`src/rtl/core/best_fit_range_allocator_unit_macros.svh`:
```
// Assertion helpers; expect i_clk and i_rst_n in scope.
`ifndef BEST_FIT_RANGE_ALLOCATOR_UNIT_MACROS_SVH
`define BEST_FIT_RANGE_ALLOCATOR_UNIT_MACROS_SVH

// Same-cycle implication.
`define BFRA_ASSERT_NOW(lbl, cond, prop, msg) \
    lbl: assert property (@(posedge i_clk) disable iff (!i_rst_n) (cond) |-> (prop)) \
        else $error(msg);

// Next-cycle implication.
`define BFRA_ASSERT_NEXT(lbl, cond, prop, msg) \
    lbl: assert property (@(posedge i_clk) disable iff (!i_rst_n) (cond) |=> (prop)) \
        else $error(msg);

`endif

```
`src/rtl/core/bfra_pkg.sv`:
```
package bfra_pkg;

    localparam int MAX_BLOCKS = 64;
    localparam int IDX_W      = $clog2(MAX_BLOCKS);
    localparam int CNT_W      = IDX_W + 1;
    localparam int DATA_W     = 32;

    localparam logic [DATA_W-1:0] ALL_ONES = '1;
    localparam logic [DATA_W-1:0] HEAP_RST = 32'd65536;

    localparam logic FUNC_ALLOC = 1'b0;
    localparam logic FUNC_FREE  = 1'b1;

    localparam logic [1:0] STAT_OK    = 2'd0;
    localparam logic [1:0] STAT_NOFIT = 2'd1;
    localparam logic [1:0] STAT_FULL  = 2'd2;

    typedef struct packed {
        logic [DATA_W-1:0] off;
        logic [DATA_W-1:0] size;
        logic [DATA_W-1:0] age;
    } t_entry;

    localparam int ENTRY_W = $bits(t_entry);

    typedef struct packed {
        logic              best_found;
        logic [IDX_W-1:0]  best_idx;
        logic [DATA_W-1:0] best_off;
        logic [DATA_W-1:0] best_size;
        logic [DATA_W-1:0] best_age;
        logic              hit;
        logic              prev_found;
        logic [IDX_W-1:0]  prev_idx;
        logic [DATA_W-1:0] prev_off;
        logic [DATA_W-1:0] prev_size;
        logic              next_found;
        logic [IDX_W-1:0]  next_idx;
        logic [DATA_W-1:0] next_off;
        logic [DATA_W-1:0] next_size;
        logic              slot_found;
        logic [IDX_W-1:0]  slot_idx;
    } t_scan;

    // saturating add of two unsigned words
    function automatic logic [DATA_W-1:0] sat_add(input logic [DATA_W-1:0] a,
                                                  input logic [DATA_W-1:0] b);
        logic [DATA_W:0] s;
        s = {1'b0, a} + {1'b0, b};
        return s[DATA_W] ? ALL_ONES : s[DATA_W-1:0];
    endfunction

endpackage

```
`src/rtl/core/bfra_scan.sv`:
```
module bfra_scan (
    input  logic                         i_clk,
    input  logic                         i_rst_n,
    input  logic                         i_start,
    input  logic                         i_en,
    input  logic [bfra_pkg::IDX_W-1:0]   i_idx,
    input  logic                         i_entry_valid,
    input  bfra_pkg::t_entry             i_entry,
    input  logic                         i_func,
    input  logic [bfra_pkg::DATA_W-1:0]  i_off,
    input  logic [bfra_pkg::DATA_W-1:0]  i_size,
    output bfra_pkg::t_scan              o_res
);

    bfra_pkg::t_scan r_res;
    bfra_pkg::t_scan n_res;

    always_comb begin
        n_res = r_res;
        if (i_start) begin
            n_res.best_found = 1'b0;
            n_res.hit        = 1'b0;
            n_res.prev_found = 1'b0;
            n_res.next_found = 1'b0;
            n_res.slot_found = 1'b0;
        end else if (i_en) begin
            if (!i_entry_valid) begin
                if (!r_res.slot_found) begin
                    n_res.slot_found = 1'b1;
                    n_res.slot_idx   = i_idx;
                end
            end else if (i_func == bfra_pkg::FUNC_ALLOC) begin
                // smallest fit, oldest among equal sizes
                if (i_entry.size >= i_size &&
                    (!r_res.best_found || i_entry.size < r_res.best_size ||
                     (i_entry.size == r_res.best_size && i_entry.age < r_res.best_age))) begin
                    n_res.best_found = 1'b1;
                    n_res.best_idx   = i_idx;
                    n_res.best_off   = i_entry.off;
                    n_res.best_size  = i_entry.size;
                    n_res.best_age   = i_entry.age;
                end
            end else begin
                priority if (i_entry.off == i_off) begin
                    n_res.hit = 1'b1;
                end else if (i_entry.off < i_off) begin
                    if (!r_res.prev_found || i_entry.off > r_res.prev_off) begin
                        n_res.prev_found = 1'b1;
                        n_res.prev_idx   = i_idx;
                        n_res.prev_off   = i_entry.off;
                        n_res.prev_size  = i_entry.size;
                    end
                end else begin
                    if (!r_res.next_found || i_entry.off < r_res.next_off) begin
                        n_res.next_found = 1'b1;
                        n_res.next_idx   = i_idx;
                        n_res.next_off   = i_entry.off;
                        n_res.next_size  = i_entry.size;
                    end
                end
            end
        end
    end

    always_ff @(posedge i_clk) begin
        if (!i_rst_n) begin
            r_res <= '0;
        end else begin
            r_res <= n_res;
        end
    end

    assign o_res = r_res;

endmodule

```
`config.mk`:
```
export PLATFORM = sky130hd
export DESIGN_NAME = bfra_scan
export DESIGN_NICKNAME = d
export VERILOG_FILES = /design/src/rtl/core/best_fit_range_allocator_unit_macros.svh /design/src/rtl/core/bfra_pkg.sv /design/src/rtl/core/bfra_scan.sv
export SDC_FILE = /design/constraint.sdc
export NUM_CORES = 1
export LEC_CHECK = 0
export BUFFER_PORTS_ARGS = -buffer_cell sky130_fd_sc_hd__buf_2
export CAP_MARGIN = 20
export CORE_ASPECT_RATIO = 0.7
export CORE_MARGIN = 10
export CORE_UTILIZATION = 28
export DETAILED_ROUTE_END_ITERATION = 10
export PLACE_DENSITY = 0.5
export SLEW_MARGIN = 10
export SYNTH_ARGS = -nofsm -noshare
export SYNTH_HDL_FRONTEND = slang
export SYNTH_SLANG_ARGS = --single-unit
export TNS_END_PERCENT = 50
```
`constraint.sdc`:
```
create_clock -name i_clk -period 3.83 [get_ports i_clk]
set_clock_uncertainty 0.05 [all_clocks]
set_input_delay 0.9575 -clock i_clk [delete_from_list [all_inputs] [get_ports i_clk]]
set_output_delay 0.9575 -clock i_clk [all_outputs]
set_load 0.1 [all_outputs]
```
* Yosys cells after proc, flatten, opt, wreduce, memory -nomap -nowiden
Index checks and enable logic that the tools add are counted.
Cells by class: $lt $le $gt $ge 6, equal/unequal tests 2, bitwise logic cells 7, reductions and logical operators 19
Operators by type and width (count):
- 32-bit less-than comparator | 4
- 32-bit equality test | 2
- 32-bit >= comparator | 1
- 32-bit > comparator | 1
- 7-bit AND reduction | 2
- 4-bit AND reduction | 3
- 6-bit AND reduction | 2
- 1-bit NOT | 7
- 5-bit AND reduction | 1
- 1-bit logical OR | 4
- 1-bit logical NOT | 3
- 1-bit logical AND | 2
- 2-bit AND reduction | 1
- 2-bit OR reduction | 1
Word-level totals: register bits 253, input port bits 172, output and inout port bits 253, word-level logic and storage cells 50

* Logic depth before layout (Yosys ltp)
word-level depth 5, gate-level depth with buffers 12, gate-level depth less buffers 10

* Worst setup path before layout
Ideal clock, no wire load.
path kind reg2reg, from register r_res, in the netlist o_res[213], to register r_res, in the netlist o_res[182], library setup time 0.072 ns, arrival 3.210 ns, required time 3.708 ns, slack 0.498 ns, stages on the path, launching flop included 13, buffers on the path 2, period minus slack after synthesis 3.332 ns, path through dfxtp_1 -> inv_1 -> ha_1 -> nand4_1 -> or3_1 -> nor2_1 -> nand4_1 -> a21oi_1 -> o2111ai_1 -> a311oi_1 -> buf_4 -> buf_6 -> mux2i_1
Between the ends: word-level cells in the longest chain between the ends 5, elaborated cells on any way between the ends 7, classes of those cells order compare (1); eq/ne (1); reduce/logical (5)
RTL lines:
- from (decl) | RTL line bfra_scan.sv:15 | bfra_pkg::t_scan r_res;
- from (signal assigned) | RTL line bfra_scan.sv:69 | r_res <= n_res;
- 32-bit less-than comparator / 32-bit equality test (equally long branches) | RTL line bfra_scan.sv:35, bfra_scan.sv:36
- 1-bit logical OR / 1-bit logical AND (equally long branches) | RTL line bfra_scan.sv:35, bfra_scan.sv:36
- 1-bit logical OR (*) | RTL line bfra_scan.sv:35 | (!r_res.best_found || i_entry.size < r_res.best_size ||
- 1-bit logical AND (*) | RTL line bfra_scan.sv:34 | if (i_entry.size >= i_size &&
- 5-bit AND reduction (no line) (*)
Every way passes the cells marked *; elsewhere a longest branch is shown, timed or not. A chain may end at the register's enable or synchronous reset.

* Worst setup path after layout
from input port i_entry[63] in the netlist's numbering, to register r_res, in the netlist o_res[234]
Between the ends: word-level cells in the longest chain between the ends 5, elaborated cells on any way between the ends 8, classes of those cells order compare (2); eq/ne (1); reduce/logical (5)
RTL lines:
- from (decl) | RTL line bfra_scan.sv:8 | input bfra_pkg::t_entry i_entry,
- 32-bit less-than comparator / 32-bit equality test (equally long branches) | RTL line bfra_scan.sv:35, bfra_scan.sv:36
- 1-bit logical OR / 1-bit logical AND (equally long branches) | RTL line bfra_scan.sv:35, bfra_scan.sv:36
- 1-bit logical OR | RTL line bfra_scan.sv:35
- 1-bit logical AND (*) | RTL line bfra_scan.sv:34
- 5-bit AND reduction (no line) (*)
Marks and branches as above.

==> results.json <==
{
  "fp.dieArea_um2": 59800,
  "design.core.area_um2": 49500,
  "numClockSinks": 253,
  "cp_data_required_time_ps": 4250,
  "startpoint": "i_entry[63]",
  "clock_latency_on_the_worst_skew_pair_ps": 560,
  "timing.critical_path.to_type": "flop",
  "cts.path.max_buffers": 3,
  "timing.critical_path.depth": 12,
  "numCtsBuffers": 28,
  "worstPathCellList": "buf_2 > ha_1 > nand4_1 > or3_1 > nor2_1 > nand4_1 > a21oi_1 > o2111ai_1 > a311oi_4 > buf_4 > buf_12 > mux2i_1",
  "post_synth_num_cell_types": 39,
  "io-pin-count": 425,
  "wl_per_cell_um": 18.4,
  "die_y_um": 208,
  "postSynth.asyncResetShare_pct": 0,
  "syn_nets": 1960,
  "vdd_ir_drop_max_mv": 0.286,
  "syn-instance-count": 1598,
  "cts_max_level": 1,
  "worstPathBufferInverterCount": 3,
  "drt_iter0_markers": 647,
  "vias_per_cell": 4.62,
  "cts_tree": "done",
  "gr-usage-all-layers_pct": 16.0,
  "largest_net_degree_at_the_start_of_global_routing": 109,
  "slowest_stage": "sky130_fd_sc_hd__or3_1",
  "worstSetupPathType": "input port to flop",
  "rr_endpoint": "o_res[234]",
  "yosys-top-cells-area": "sky130_fd_sc_hd__dfxtp_1, sky130_fd_sc_hd__mux2i_1, sky130_fd_sc_hd__ha_1",
  "finalSetupViolations": 0,
  "dpl.cell_count": 2661,
  "antenna_violating_nets_post_route": 0,
  "post_cts_resize_count": 0,
  "num_vias": 12600,
  "gp_congestion": 0.864,
  "num-fill-cells": 5189,
  "ys_top_cells_by_count": "sky130_fd_sc_hd__nand2_1, sky130_fd_sc_hd__dfxtp_1, sky130_fd_sc_hd__mux2i_1, sky130_fd_sc_hd__inv_1, sky130_fd_sc_hd__ha_1",
  "timing.slew.headroom_pct": 50.7,
  "fin_crit_sh_pct": 91.2,
  "stdcell_count": 2716,
  "number_of_flip_flops_under_the_largest_register_name": 253,
  "synthDominantAreaCellType": "sky130_fd_sc_hd__dfxtp_1",
  "timing.reg2reg.setup_slack_ps": 390,
  "clkSlewWorstSetupHoldPaths_ps": 60,
  "fmax_ghz": 0.286,
  "worst-endpoint-arrival_ps": 3910,
  "synth.avg_cell_area_um2": 8.82,
  "worst_r2r_path_depth": 12,
  "grt_setup_unrepaired": "no",
  "grt_pass1_vias": 12900,
  "worst-slew-pin-transition_ps": 732,
  "min_period_ps": 3490,
  "final-hold-violation-count": 0,
  "num_rows": 68,
  "floorplan.initialDensity_pct": 28.5,
  "sort_of_element_at_the_start_of_the_critical_path": "input port",
  "timing.max_cap.violations": 0,
  "post_route_cells_drive_above_1_share_pct": 25.2,
  "totalWireLength_um": 50100,
  "dr.pass1.iters": 5,
  "cp-endpoint": "o_res[234]",
  "leakage_nw": 9.24,
  "synth-warning-count": 0,
  "postSynth.topFlopCell": "sky130_fd_sc_hd__dfxtp_1",
  "status": "complete, no violations",
  "power.density_nw_per_um2": 370,
  "final_nets": 2388,
  "worst_path_largest_cell_delay_ps": 500,
  "cts_setup_buffers": 0,
  "synthMostInstantiatedCell": "sky130_fd_sc_hd__nand2_1",
  "buffer_ports.inserted": 424,
  "cts_root_buffer": "sky130_fd_sc_hd__clkbuf_16",
  "die-width_um": 288,
  "fin_total_pwr_mw": 6.74,
  "synth.cell_area_um2": 14100,
  "synth-edff-count": 0,
  "syn2layout_area_growth_pct": 29.4,
  "grt_first_pass_wirelength_um": 76800,
  "timing_max_transition_violations_final": 0,
  "crit_top_cell": "sky130_fd_sc_hd__nand4_1",
  "number_of_antenna_violations_at_the_first_check_in_global_routing": 5,
  "cts_hold_buffers": 0,
  "final_hpwl_dp_um": 40800,
  "grt.overflow.total": 0,
  "detail_route.drc_violations": 0,
  "cp_max_fo": 12,
  "ys_ff_latch": 253,
  "critical_path.top_delay_family": "simple AND/OR/NAND/NOR gates",
  "critical_path.reg2reg.startpoint": "o_res[211]",
  "synth_top_cell_area_share_pct": 36.0,
  "hold_wc_path_type": "flop to flop",
  "synth.yosys.seq_area_share_pct": 36.0
}
how the worst min path moves through the flow:
stage,start,end,slack [ps],depth (start not counted)
after global routing,o_res[93],o_res[93],420,2
after floorplan,o_res[214],o_res[214],840,2
after detailed placement,o_res[241],o_res[241],400,2
after global placement,o_res[214],o_res[214],390,2
final,o_res[73],o_res[73],410,2
after CTS,o_res[223],o_res[223],410,2
report_power, final:
part,switching (mW),internal (mW)
Sequential,0.0303,2.67
Combinational,0.743,0.343
Clock,1.15,1.80
cells by family after synthesis:
family	count (synthesis)	synth area share, %
muxes	248	17.6
AOI/OAI and AO/OA	162	7.37
adders and majority gates	190	16.9
and+or+nand+nor	485	14.5
buffers and inverters	260	7.66
DFF	253	36.0
cells in the final DEF, fill, tap and decap left out, types with 2 or more instances in the layout:
master	count
sky130_fd_sc_hd__nand4_1	37
sky130_fd_sc_hd__a31oi_1	3
sky130_fd_sc_hd__nor4_1	6
sky130_fd_sc_hd__nand2b_1	9
sky130_fd_sc_hd__a211o_1	2
sky130_fd_sc_hd__clkinv_2	4
sky130_fd_sc_hd__or3_1	2
sky130_fd_sc_hd__clkbuf_16	29
sky130_fd_sc_hd__o21ai_1	2
sky130_fd_sc_hd__o2111ai_1	3
sky130_fd_sc_hd__o21ai_0	24
sky130_fd_sc_hd__mux2i_1	248
sky130_fd_sc_hd__a211oi_1	8
sky130_fd_sc_hd__buf_4	26
sky130_fd_sc_hd__and3_1	2
sky130_fd_sc_hd__buf_12	14
sky130_fd_sc_hd__a21oi_1	54
sky130_fd_sc_hd__nor2_1	27
sky130_fd_sc_hd__nor3_1	3
sky130_fd_sc_hd__dfxtp_1	253
sky130_fd_sc_hd__o211ai_1	3
sky130_fd_sc_hd__clkbuf_1	4
sky130_fd_sc_hd__a221oi_1	4
sky130_fd_sc_hd__o21a_1	6
sky130_fd_sc_hd__a21o_1	43
sky130_fd_sc_hd__bufinv_16	4
sky130_fd_sc_hd__a2111oi_0	2
sky130_fd_sc_hd__inv_1	194
sky130_fd_sc_hd__nand2_1	367
sky130_fd_sc_hd__diode_2	4
sky130_fd_sc_hd__and4_1	4
sky130_fd_sc_hd__nor2b_1	13
sky130_fd_sc_hd__buf_2	423
sky130_fd_sc_hd__ha_1	190
sky130_fd_sc_hd__clkbuf_8	8
sky130_fd_sc_hd__nand3_1	12
layer usage:
metal	global-route usage, %	routed length (um)	up-vias
li1	-	-	6256
met1	20.9	23000	5930
met2	25.7	22400	309
met3	4.47	3610	60
met4	3.82	1090	0
met5	0	0	-
worst register-to-register path: stages (launching register included):
cell and delay (ps):
sky130_fd_sc_hd__dfxtp_1 400, sky130_fd_sc_hd__inv_1 60, sky130_fd_sc_hd__ha_1 290, sky130_fd_sc_hd__nand4_1 130
sky130_fd_sc_hd__or3_1 500, sky130_fd_sc_hd__nor2_1 200, sky130_fd_sc_hd__nand4_1 190, sky130_fd_sc_hd__a21oi_1 220
sky130_fd_sc_hd__o2111ai_1 230, sky130_fd_sc_hd__a311oi_4 410, sky130_fd_sc_hd__buf_4 270, sky130_fd_sc_hd__buf_12 190
sky130_fd_sc_hd__mux2i_1 220
final cells by class:
| class | instances | area, um^2 | share of cell area (%) |
|---|---|---|---|
| antenna | 4 | 10.0 | 0.0549 |
| clock buffer | 41 | 851 | 4.67 |
| clock inverter | 10 | 156 | 0.858 |
| inverter | 194 | 728 | 3.99 |
| multi-input combinational | 1085 | 7980 | 43.8 |
| sequential | 253 | 5060 | 27.8 |
| tap | 665 | 832 | 4.56 |
| timing repair buffer | 464 | 2610 | 14.3 |
through the flow:
step | setup slack (ps) | setup TNS, ps | cell area, um^2 | hold WS, ps | utilization (%)
floorplan | 498 | 0 | 14100 | 835 | -
global placement | -30.8 | -503 | 17200 | 391 | 34.8
global route | 236 | 0 | 18200 | 424 | 36.8
finish | 337 | 0 | 18200 | 409 | 36.8
detailed placement | -227 | -14320 | 17200 | 397 | 34.8
CTS | 363 | 0 | 18200 | 410 | 36.8
Note: power is estimated with default switching activity, not from simulation.
