`src/rtl/core/best_fit_range_allocator_unit_macros.svh`:
```
// Assertion helpers; expect i_clk and i_rst_n in scope.
`ifndef BEST_FIT_RANGE_ALLOCATOR_UNIT_MACROS_SVH
`define BEST_FIT_RANGE_ALLOCATOR_UNIT_MACROS_SVH

// Same-cycle implication.
`define BFRA_ASSERT_NOW(lbl, cond, prop, msg) \
    lbl: assert property (@(posedge i_clk) disable iff (!i_rst_n) (cond) |-> (prop)) \
        else $error(msg);

// Next-cycle implication.
`define BFRA_ASSERT_NEXT(lbl, cond, prop, msg) \
    lbl: assert property (@(posedge i_clk) disable iff (!i_rst_n) (cond) |=> (prop)) \
        else $error(msg);

`endif

```
`src/rtl/core/bfra_ram.sv`:
```
module bfra_ram #(
    parameter int WIDTH = 8,
    parameter int DEPTH = 16
) (
    input  logic                     i_clk,
    input  logic                     i_we,
    input  logic [$clog2(DEPTH)-1:0] i_waddr,
    input  logic [WIDTH-1:0]         i_wdata,
    input  logic [$clog2(DEPTH)-1:0] i_raddr,
    output logic [WIDTH-1:0]         o_rdata
);

    logic [WIDTH-1:0] r_mem [DEPTH];
    logic [WIDTH-1:0] r_rdata;

    always_ff @(posedge i_clk) begin
        if (i_we) begin
            r_mem[i_waddr] <= i_wdata;
        end
        r_rdata <= r_mem[i_raddr];
    end

    assign o_rdata = r_rdata;

endmodule

```
`config.mk`:
```
export PLATFORM = sky130hd
export DESIGN_NAME = bfra_ram
export DESIGN_NICKNAME = d
export VERILOG_FILES = /design/src/rtl/core/best_fit_range_allocator_unit_macros.svh /design/src/rtl/core/bfra_ram.sv
export SDC_FILE = /design/constraint.sdc
export NUM_CORES = 1
export LEC_CHECK = 0
export BUFFER_PORTS_ARGS = -buffer_cell sky130_fd_sc_hd__buf_4
export CORE_MARGIN = 3
export CORE_UTILIZATION = 50
export CTS_CLUSTER_SIZE = 16
export DETAILED_ROUTE_END_ITERATION = 8
export PLACE_DENSITY = 0.67
export SLEW_MARGIN = 20
export SYNTH_ARGS = -nofsm -noshare
export SYNTH_HDL_FRONTEND = slang
export SYNTH_SLANG_ARGS = --single-unit
```
`constraint.sdc`:
```
create_clock -name i_clk -period 4.98 [get_ports i_clk]
set_input_delay 0.747 -clock i_clk [delete_from_list [all_inputs] [get_ports i_clk]]
set_output_delay 0.747 -clock i_clk [all_outputs]
set_load 0.005 [all_outputs]
```
# Word level (Yosys, flattened, before mapping)
# Memories as Yosys holds them, arrays and structs flattened. A register that Yosys moved wholly into a read port is not among the register bits.
# Index checks and enable logic that the tools add are counted.
totals:
  register_bits: 0
  latchBits: 0
  ram_bits: 128
  romBits: 0
  in_bits: 18
  output_inout_bits: 8
  word_cells: 3
  n_memories: 1
memory_table:
  columns: ["memory", "words", "word_bits", "read_ports", "rd_clocked_by_memory_dff", "write_ports", "line_no", "source"]
  rows:
  - ["r_mem", 16, 8, 1, 1, 1, "bfra_ram.sv:13", "logic [WIDTH-1:0] r_mem [DEPTH];"]
classes:
  addsub: 0
  mul: 0
  n_div: 0
  n_lt_le_gt_ge: 0
  n_eq_ne: 0
  shifts: 0
  mux: 2
  n_bitwise: 0
  n_reduce_logical: 0
ops:
  columns: ["op", "count"]
  rows:
  - ["$mux 1", 2]

# Longest topological paths before layout
# Gate-level depths: netlist (run 1).
logic_depth:
  word_depth: 2
  ltp_mapped: 5
  ltp_nobuf: 3

# Worst setup path after synthesis (run 1)
# Ideal clock, no wire load.
synth_path:
  path_kind: "in2reg"
  startpoint: "input port i_waddr[2]"
  endpoint: "memory r_mem[0][0], enable pin"
  setup_ps: 383
  arrival_ps: 1857
  setup_slack_ps: 2740
  path_stages: 2
  path_cell_list: "or3b_2 -> nor3_1"
synth_lines:
  columns: ["item", "line_no", "source"]
  rows:
  - ["start: declaration", "bfra_ram.sv:7", "input logic [$clog2(DEPTH)-1:0] i_waddr,"]
  - ["end: declaration", "bfra_ram.sv:13", null]
# No word-level cell before the write port.

# Worst setup path after layout (run 1)
layout_path:
  startpoint: "input port i_waddr[2]"
  endpoint: "memory r_mem[2][3], enable pin"
# No word-level cell before the write port.

==> reports/summary.md, run 1 <==
The flow ran to the end, and the final reports show no timing, DRC or antenna violations. The congestion estimate from routability-driven global placement came to 0.757. The number of cells traversed by the worst hold path was 1; the pre-CTS setup slack was 2.50 ns. The number of cells on the worst reg-to-reg path is 3. The starting utilization of the core area is 0.519, and the final number of max-transition violations is 0. The number of nets handed over by synthesis was 247.

The die width was 107 um. Dividing the detail-routed wire length by the instance count gives 23.3 um. The final wirelength is 9590 um. The worst hold path belongs to the class input pin to register.

For the area of the core, the log shows 9910 um2. The first-pass iteration count of the detailed router is 6, and the detail-routed via count per cell is 5.71. The final count of negative-setup-slack endpoints is 0. The first-pass GRT wire length is 15100 um, and the number of maximum-capacitance constraint violations is 0.

Hold repair after CTS inserted 0 buffers. The share of cells above drive strength 1 works out to 0.272. The maximum number of pins on one net before global-route repair is 33, and the reg-to-reg setup timing slack is 3.61 ns. The initialized floorplan defines 36 standard-cell rows. Number of flip-flops and latches in the synthesized netlist: 136.

The tools report the number of fill cells in the layout as 711. The tools report the number of nets in the finished design as 284. The longest clock path from root to sink contains 2 buffers. Setup repair after global routing left no endpoint under its margin. TritonCTS built the clock tree.

The dominant cell type by area after synthesis was sky130_fd_sc_hd__edfxtp_1. After global routing the overflow that remains totals 0. Across all setup checks in the final design, the least slack found is 2.96 ns. STA classifies the critical path startpoint as an input pin. The tools report the clock latency on the worst-skew pair as 0.50 ns.

The tools report the master cell of the clock root buffer as sky130_fd_sc_hd__clkbuf_8. The worst-case IR drop observed on VDD is 0.273 mV. STA puts the critical path data required time at 5.09 ns.

The endpoint kind of the worst setup timing path is a register. CTS built an H-tree with a depth of 4. After detailed routing, the number of remaining DRC violations is 0.

For the detailed-placement wirelength estimate, the log shows 5700 um. The number of port buffers was 25. By area the synthesized netlist is led by sky130_fd_sc_hd__edfxtp_1, sky130_fd_sc_hd__mux4_2, sky130_fd_sc_hd__mux4_1. Dividing total power by cell area gives a power density of 431 nW/um2. For this design the static power due to leakage is 2.01 nW. STA puts the critical path data arrival time at 2.14 ns. For the number of hold-slack violations in the final timing report, the log shows 0. Of all nets on the critical path, the largest fanout is 8. The synthesized instance count is 229, and the number of warnings reported in the yosys synthesis log is 0. Number of top-level pins: 26. The final period demand of the worst path was 2.02 ns; the mean area per synthesized cell was 22.5 um2. The worst flop-to-flop path endpoint was o_rdata[3]. The floorplan step set the die height to 107 um. Number of buffers added by the clock tree synthesis step: 17. The clock slew seen by the registers of the worst setup and hold paths was 0.06 ns; the worst-case clock skew was 0.0104 ns.

The transition at the pin with the smallest max-transition slack was 1.02 ns; the global-route usage over all layers was 0.184. The setup total negative slack was 0 ns; the layout-stage area growth over the synthesis result was 16.9%. After clock tree synthesis, the repair step resized 0 gates.

The die covers 11500 um2. The logs give 144 for the initial detailed-routing violation count and 0 for the initial antenna violation count. Derived from the worst setup path, the maximum achievable clock frequency is 494 MHz. The critical path is of the input pin to register type. The number of setup buffers added after CTS was 0. Summing over every cut layer, the via total after detailed routing is 2351. The post-route clock period utilization works out to 0.406. Summing every instance area after synthesis gives 5150 um2. The synthesized netlist contains 19 unique library cells. The via count of the first global-routing pass came out at 2485. Origin of the critical flop-to-flop path: r_mem[1][3]. The hold path startpoint was i_wdata[5]. The clock net in this run drives a total of 136 sinks. The tools report the sequential area share after synthesis as 0.778.

The path with the worst hold slack has its endpoint at r_mem[0][5]. Headroom to the max-slew limit: 0.315. Once detail routing completed, the nets flagged for antenna violations numbered 0.

The number of antenna repair diodes is 0, and the top cell type's share of synthesized area is 0.747.
## synth_stat cells
cell and count:
sky130_fd_sc_hd__edfxtp_1 128, sky130_fd_sc_hd__mux4_2 18, sky130_fd_sc_hd__a22oi_1 16, sky130_fd_sc_hd__mux4_1 14, sky130_fd_sc_hd__nor2_1 13, sky130_fd_sc_hd__nand2_1 9
sky130_fd_sc_hd__dfxtp_1 8, sky130_fd_sc_hd__nor3_1 4, sky130_fd_sc_hd__buf_2 3, sky130_fd_sc_hd__buf_6 3, sky130_fd_sc_hd__clkdlybuf4s25_2 3, sky130_fd_sc_hd__nand2b_1 2
sky130_fd_sc_hd__nand3b_1 2, sky130_fd_sc_hd__and2_1 1, sky130_fd_sc_hd__and2b_1 1, sky130_fd_sc_hd__buf_4 1, sky130_fd_sc_hd__nand3_1 1, sky130_fd_sc_hd__nor2b_1 1
sky130_fd_sc_hd__or3b_2 1
## layout by cell type (no fill, tap or decap)
master / n
sky130_fd_sc_hd__edfxtp_1: 128
sky130_fd_sc_hd__buf_4: 28
sky130_fd_sc_hd__mux4_2: 18
sky130_fd_sc_hd__a22oi_1: 16
sky130_fd_sc_hd__clkbuf_16: 16
sky130_fd_sc_hd__mux4_1: 14
sky130_fd_sc_hd__nor2_1: 13
sky130_fd_sc_hd__nand2_1: 9
sky130_fd_sc_hd__dfxtp_1: 8
sky130_fd_sc_hd__nor3_1: 3
sky130_fd_sc_hd__clkinv_1: 3
sky130_fd_sc_hd__clkinv_2: 3
sky130_fd_sc_hd__clkinv_4: 3
sky130_fd_sc_hd__bufinv_16: 3
sky130_fd_sc_hd__nand3b_1: 2
sky130_fd_sc_hd__nand2b_1: 2
sky130_fd_sc_hd__clkinvlp_4: 2
sky130_fd_sc_hd__nor2b_1: 1
sky130_fd_sc_hd__and2_1: 1
sky130_fd_sc_hd__and2b_1: 1
sky130_fd_sc_hd__nand3_1: 1
sky130_fd_sc_hd__or3b_2: 1
sky130_fd_sc_hd__nor3_2: 1
sky130_fd_sc_hd__clkbuf_8: 1
sky130_fd_sc_hd__clkbuf_1: 1
## sequential cells by signal, indices dropped and copies added (netlist names)
| signal | flops |
|---|---|
| r_mem | 128 |
| o_rdata | 8 |
## stage by stage
| step | hold WS [ns] | area, um2 | std cells | utilization | power [W] |
|---|---|---|---|---|---|
| final | 0.549 | 6020 | 412 | 0.607 | 0.00260 |
| after global placement | 0.641 | 5440 | 380 | 0.549 | 0.00143 |
| after floorplan | 0.629 | 5150 | 229 | - | 0.00137 |
| after detailed placement | 0.658 | 5440 | 380 | 0.549 | 0.00143 |
| after CTS | 0.528 | 6020 | 412 | 0.607 | 0.00262 |
| after global routing | 0.551 | 6020 | 412 | 0.607 | 0.00268 |
## area by class of cell
| type | instances | area [um2] | area share |
|---|---|---|---|
| clock inverters | 14 | 158 | 0.0262 |
| repair buffers | 28 | 210 | 0.0349 |
| well taps | 133 | 166 | 0.0277 |
| multi-input cells | 83 | 1060 | 0.177 |
| clock buffers | 18 | 418 | 0.0694 |
| flip-flops and latches | 136 | 4000 | 0.665 |
## critical path, stage by stage
cell                     delay (ns)
sky130_fd_sc_hd__buf_4         0.12
sky130_fd_sc_hd__or3b_2        0.51
sky130_fd_sc_hd__nor2_1        0.76
## where the power goes
group          internal (W)  switching (W)
logic             0.0000535      0.0000644
registers           0.00128     0.00000766
clock network      0.000755       0.000436
## logic make-up (layout without fill, tap and decap cells)
kind of cell / after synthesis / in the layout / share of synthesized area
muxes: 32 / 32 / 0.150
and+or+nand+nor: 35 / 35 / 0.0318
DFF: 136 / 136 / 0.778
AOI/OAI and AO/OA: 16 / 16 / 0.0233
buffers and inverters: 10 / 60 / 0.0168
## per-layer routing
layer / track usage / wire (um)
met3: 0.0426 / 279
met5: 0 / 0
met1: 0.266 / 4510
met4: 0.0568 / 56
met2: 0.285 / 4750
## worst max path at each step
stage	startpoint	to	slack [ns]
2_1_floorplan	i_waddr[2]	r_mem[0][0]	2.74
3_3_place_gp	i_waddr[2]	r_mem[0][1]	2.28
3_5_place_dp	i_waddr[2]	r_mem[1][0]	2.50
4_1_cts	i_waddr[2]	r_mem[1][3]	3.03
5_1_grt	i_waddr[2]	r_mem[2][3]	2.91
6_report	i_waddr[2]	r_mem[2][3]	2.96
Note: power is estimated with default switching activity, not from simulation.
==> run 2: changes to the inputs <==
Clock period 4.98 ns to 2 ns, I/O delays scaled along.
==> run 2 against run 1 <==
  * Core utilization increased by 1.9 points
  * Via count increased by 3.5%
  * Die area unchanged
  * Clock power rose to 2.7 times the previous value
  * Non-clock buffer count rose by 19
  * Register-to-register slack got worse by 3.0 ns
  * Combinational power grew to 2.6 times the previous value
  * Sequential cell count is the same
  * Highest routed layer unchanged
  * Clock skew decreased by 0.0046 ns
  * Total power grew to 2.6 times the previous value
  * First-iteration DRC count is 35% higher
==> reports/summary.md, run 2 (synthesis gave the netlist of run 1 again) <==
After detailed routing, the number of vias per cell comes to 5.65. Setup repair after global routing left no endpoint under its margin. Across the VDD grid, the largest voltage drop is 0.616 mV.

The run gives 0.700 as the headroom to the max-slew limit. Routed metal-1 wire length: 4070 um. The routed wire length per instance was 22.1 um; the placer congestion estimate was 0.766. In this run the deepest clock path goes through 2 buffers.

The run gives 194 as the initial detailed-routing violation count. The tools report the origin of the critical flop-to-flop path as r_mem[9][1]. For the number of hold-slack violations in the final timing report, the log shows 0. The sort of element at the start of the critical path was a register.

The tools report the initial antenna violation count as 0. Clock-pin slew was measured on the worst setup and hold paths at 0.06 ns. 26 I/O pins were placed.

Leaving out fill and tap cells, the most frequent cell in the layout is sky130_fd_sc_hd__edfxtp_1. For the worst flop-to-flop path, the logic depth is 3. The critical path is of the register to register type. STA puts the critical path data arrival time at 1.78 ns. Setup total negative slack on the finished layout was measured at 0 ns. The number of port buffers came out at 25. The number of nets in the finished design came out at 303. The register with the most flip-flops is r_mem. For this run the aggregate overflow at the end of global routing stands at 0.

Hold repair after CTS inserted 0 buffers. The register with the most flip-flops in the layout has 128 of them. From synthesis to final layout, the design area changed by 20.6%. The detailed-placement wirelength estimate is 6140 um, and the top achievable clock speed is 712 MHz. The final period demand of the worst path was 1.40 ns; the share of cells above drive strength 1 was 0.329.

The number of maximum-capacitance constraint violations came out at 0. The logs give 2516 for the via count of the first global-routing pass and 2.13 nW for the static leakage power. The region available for standard cell placement spans 9910 um2. The maximum number of pins on one net before global-route repair was 33.

The tools report the critical path startpoint as r_mem[9][1]. The transition at the pin with the smallest max-transition slack came out at 0.450 ns. The number of setup buffers added after CTS is 0.

The number of cells traversed by the worst hold path was 1; the final number of max-transition violations was 0. Measured along the y axis, the die boundary spans 107 um. The tools report the footprint of the flip-flops and latches as 4000 um2. The type of the worst min-delay path is input pin to register.

The tools report the share of the core filled with cells as 0.627. Power spread over the standard cell area amounts to 1080 nW/um2. The tools report the number of gates given a new drive strength after cts as 0.

The post-route clock period utilization came out at 0.702. The clock arrives with 0.00576 ns of skew. The run gives 36 as the placement row count.

The highest net fanout along the worst path was 1. In the layout the commonest cells are sky130_fd_sc_hd__edfxtp_1, sky130_fd_sc_hd__buf_4, sky130_fd_sc_hd__mux4_2. The sum of met3 wire segment lengths after detailed routing came out at 509 um. Summing all multi-input logic gate instances after layout gives 1060 um2. TritonCTS built the clock tree. The repair_antennas step left the layout with diodes totalling 0. The clock drives 136 sinks.

The run gives 697 as the number of fill cells in the layout. The endpoint kind of the worst setup timing path was a register. The starting utilization of the core area is 0.519, and the number of buffers added by the clock tree synthesis step is 17. The run gives 6 as the first-pass iteration count of the detailed router.

Highest metal layer used by the detailed router: met4. The routed layout has 2434 vias. The flow ran to the end, and the final reports show no timing, DRC or antenna violations. The length of routed met2 wiring was 4830 um; the final count of negative-setup-slack endpoints was 0. The global-route usage over all layers is 0.181. The die area is 11500 um2. For the maximum level of the CTS H-tree, the log shows 4. The later pin in the worst-skew pair is clocked with a latency of 0.50 ns.

Data on the critical path is required at its endpoint by 2.37 ns. Die width: 107 um. The first global-routing pass estimated 14700 um of wire. The master cell of the clock root buffer is sky130_fd_sc_hd__clkbuf_8. The startpoint identified for the worst hold timing path is i_wdata[0].

The logs give 0 for the antenna violation net count after detailed routing and 9510 um for the final wirelength. For this run, design rule violations remaining after detail routing come to 0.
==> run 2: stage by stage <==
| stage | total power (W) | setup slack (ns) | hold slack (ns) | instances | cell area, um2 |
|---|---|---|---|---|---|
| finish | 0.00669 | 0.595 | 0.106 | 431 | 6210 |
| detailed placement | 0.00358 | 0.146 | 0.614 | 399 | 5590 |
| CTS | 0.00677 | 0.562 | 0.0754 | 431 | 6210 |
| global placement | 0.00358 | 0.168 | 0.606 | 399 | 5590 |
| floorplan | 0.00342 | 0.207 | 0.399 | 229 | 5150 |
| global route | 0.00689 | 0.524 | 0.102 | 431 | 6210 |
==> run 2: layout make-up <==
type                       instances  share of cell area
sequential                       136               0.645
multi-input combinational         83               0.170
clock buffer                      17              0.0667
timing repair buffer              47              0.0588
clock inverter                    15              0.0324
tap                              133              0.0268
==> run 2: worst max-delay path, cell delays in order, from the launching register on <==
cell and delay, ns:
sky130_fd_sc_hd__edfxtp_1 0.35, sky130_fd_sc_hd__mux4_1 0.53, sky130_fd_sc_hd__a22oi_1 0.26, sky130_fd_sc_hd__nand2_1 0.12
==> run 2: metal layers <==
metal  up-vias  global-route usage
met3        10              0.0414
li1       1092                   -
met1      1256               0.251
met5         -                   0
met2        76               0.283
met4         0              0.0703
==> run 2: where the power goes <==
| group | total, W | internal (W) | switching, W |
|---|---|---|---|
| clock network | 0.00317 | 0.00203 | 0.00115 |
| registers | 0.00321 | 0.00319 | 0.0000214 |
| logic | 0.000310 | 0.000149 | 0.000161 |
| total | 0.00669 | 0.00536 | 0.00133 |
==> run 2: final timing paths <==
check | slack, ns | endpoint
setup / recovery | 0.60 | o_rdata[1]
hold / removal | 0.11 | r_mem[6][0]
setup reg to reg | 0.60 | o_rdata[1]
hold reg to reg | 0.68 | o_rdata[4]
==> run 3: changes to the inputs <==
Clock period 2 ns to 1.33 ns, I/O delays scaled along.
==> run 3 against run 2 <==
  * Wire length grew 6.6%
  * Register-to-register slack lost 0.58 ns
  * Global-route usage grew 1.4 points
  * Sequential share of layout area shrank 2.5 points
  * Critical path depth is the same
  * Final area grew 4.0%
  * Critical path type unchanged
==> reports/summary.md, run 3 (synthesis gave the netlist of run 1 again) <==
The master cell of the clock root buffer was sky130_fd_sc_hd__clkbuf_8. Origin of the critical flop-to-flop path: r_mem[0][1]. The share of cells above drive strength 1 works out to 0.371.

Initial detailed-routing violation count: 204. The longest clock path from root to sink contains 2 buffers. The tools report the placement row count as 36. The kind of cell with the highest combined delay along the critical path is multiplexers. Entering global routing, the biggest net connects 21 pins.

The finished cells cover 6450 um2. The switching share of power works out to 0.202. STA classifies the critical path endpoint as a register. The post-route clock period utilization was 0.991. The worst-case clock skew is 0.0170 ns.

Setup repair after global routing could not meet its margin everywhere. The headroom to the max-slew limit is 0.456, and the number of fill cells in the layout is 659. STA classifies the critical path startpoint as a register.

The register with the most flip-flops was r_mem. The detailed-placement wirelength estimate is 6320 um. The min-delay analysis places its worst path in the category input pin to register. The most critical setup path has its startpoint at r_mem[0][1]. Setup violations remaining at the end of the flow were counted as 0. The starting utilization of the core area was 0.519. The detailed router placed 2542 vias in this run.

The run gives 0.474 as the proportion of power drawn by flip-flops and latches. Final period demand of the worst path: 1.32 ns. Traced cell by cell, the critical path runs through mux4_2 > a22oi_2 > nand2_1. In the final layout, the multi-input gates occupy 1110 um2. For the met3 usage in global routing, the log shows 0.0552.

Detailed-route DRC error count: 0. Static timing analysis puts the maximum clock frequency at 759 MHz. The final number of max-transition violations came out at 0.

The tools report the critical path data required time as 1.72 ns. The first TritonRoute pass finished after 4 iterations. The number of maximum-capacitance constraint violations is 0. Counting buffers and inverters, the worst setup path is 3 cells deep. For this design the ratio of total power to cell area is 1580 nW/um2. The global-route usage over all layers is 0.195, and the first-pass GRT wire length is 15500 um.

The critical path ends at o_rdata[1]. The clock slew seen by the registers of the worst setup and hold paths was 0.06 ns; the switching power summed over all nets was 0.00205 W. The final wirelength is 10100 um. The placer congestion estimate came out at 0.755.

The run gives 0.473 as the part of the power in the clock network. Kind of critical path: register to register. Summed over all cells, the static leakage comes to 2.21 nW. For the initial antenna violation count, the log shows 0. The number of cells on the worst reg-to-reg path is 3.

The highest net fanout along the worst path works out to 1. The cell-internal power is 0.00812 W. The worst-case vdd ir drop came out at 0.753 mV. The most frequent standard cell in the layout excluding fill and tap cells is sky130_fd_sc_hd__edfxtp_1. The fraction of met1 tracks used by global routing is 0.257, and the met2 routing resource usage after global routing is 0.310. Longest individual stage delay on the worst path: 0.49 ns. TritonCTS built the clock tree. The critical path contains buffers and inverters numbering 0 combined. The floorplan step defined a die boundary enclosing 11500 um2. The run finished with clean final reports. The floorplan step defined a core boundary enclosing 9910 um2.

Leaving out fill and tap cells, the most frequent cells in the layout are sky130_fd_sc_hd__edfxtp_1, sky130_fd_sc_hd__buf_4, sky130_fd_sc_hd__mux4_2. Across the whole layout, storage elements account for 4000 um2. The number of hold-slack violations in the final timing report is 0. Global routing finished with a remaining overflow of 0. The transition at the pin with the smallest max-transition slack is 0.813 ns. Worst flop-to-flop path endpoint: o_rdata[1].

Measured along the x axis, the die boundary spans 107 um. The register with the most flip-flops in the layout has 128 of them. The tools report the combinational share of power as 0.053. The slowest library cell on the worst path was sky130_fd_sc_hd__mux4_2. The run gives 2660 as the via count of the first global-routing pass.

The logs give 0 for the antenna violation net count after detailed routing and 0.01 ns for the reg-to-reg setup timing slack. The tools report the maximum level of the CTS H-tree as 4. The tools report the arrival time at the worst endpoint as 1.71 ns.

The layout-stage area growth over the synthesis result works out to 25.4%. On the final layout, the worst hold slack is 0.0171 ns. The routed wire length per instance was 22.9 um. CTS saw 136 sinks. The repair_antennas step left the layout with diodes totalling 0. At the later pin of the worst-skew pair, clock insertion delay measures 0.53 ns.

In this run the most used layer during global routing was met2. Number of top-level pins: 26. The number of nets in the finished design was 315; the detail-routed via count per cell was 5.74. The die is 107 um tall. Counting the buffers created by CTS gives 17. Summing all placed instances gives a cell area of 5750 um2.

In this run the tool buffered the top-level ports with 25 buffer cells.
-- run 3: cell types whose count changed in the layout (fill, tap and decap cells not counted), sizes merged --
| cell | before | now |
|---|---|---|
| dlygate4sd3 | 0 | 7 |
| clkinv | 6 | 7 |
| buf | 47 | 52 |
| clkbuf | 17 | 18 |
| clkinvlp | 3 | 1 |
-- run 3: worst min path at each step --
stage,from,end,cells after the start
2_1_floorplan,i_wdata[0],r_mem[0][0],0
3_3_place_gp,i_wdata[3],r_mem[12][3],1
3_5_place_dp,i_wdata[0],r_mem[5][0],1
4_1_cts,i_wdata[6],r_mem[15][6],1
5_1_grt,i_wdata[6],r_mem[15][6],1
6_report,i_wdata[6],r_mem[12][6],1
-- run 3: stage by stage --
stage | cells | total power, W | utilization | setup slack (ns) | TNS (ns)
after detailed placement | 404 | 0.00543 | 0.580 | -0.234 | -2.92
final | 443 | 0.0102 | 0.651 | 0.0125 | 0
after global routing | 443 | 0.0105 | 0.651 | -0.0389 | -0.123
after global placement | 404 | 0.00542 | 0.580 | -0.255 | -2.38
after CTS | 443 | 0.0103 | 0.651 | -0.00320 | -0.00320
after floorplan | 229 | 0.00515 | - | -0.00597 | -0.0211
-- run 3: layout make-up --
type                            instances  share of cell area
Tap cell                              133              0.0258
Clock inverter                         14              0.0308
Sequential cell                       136               0.620
Multi-Input combinational cell         83               0.171
Timing Repair Buffer                   59              0.0869
Clock buffer                           18              0.0648
-- run 3: power by group through the flow --
stage                     logic, W  clock network [W]  registers [W]
after global placement    0.000506                  0        0.00491
after global routing      0.000583            0.00506        0.00483
after detailed placement  0.000513                  0        0.00491
final                     0.000537            0.00481        0.00483
after floorplan           0.000251                  0        0.00490
after CTS                 0.000540            0.00489        0.00483
-- run 3: worst reg2reg max path, delay by kind of cell (launching register included) --
kind,cells,cell delay [ns]
flip-flops,1,0.38
AND/OR/NAND/NOR,1,0.11
multiplexers,1,0.49
AO/OA/AOI/OAI,1,0.21
-- run 3: timing repair --
action                                 in CTS  in global routing
pin swaps                                   0                  1
endpoints found under the hold margin     110                  0
resized for setup                           4                  3
cloned                                      0                  0
buffers inserted                            0                  0
hold buffers                                7                  0
setup endpoints to repair                   3                  6
-- run 3: layer usage --
layer / routed length, um / vias up / share of wire
met5: 0 / - / 0
met4: 148 / 0 / 0.015
met3: 722 / 12 / 0.071
met2: 5250 / 88 / 0.52
met1: 4020 / 1334 / 0.40
li1: - / 1108 / -
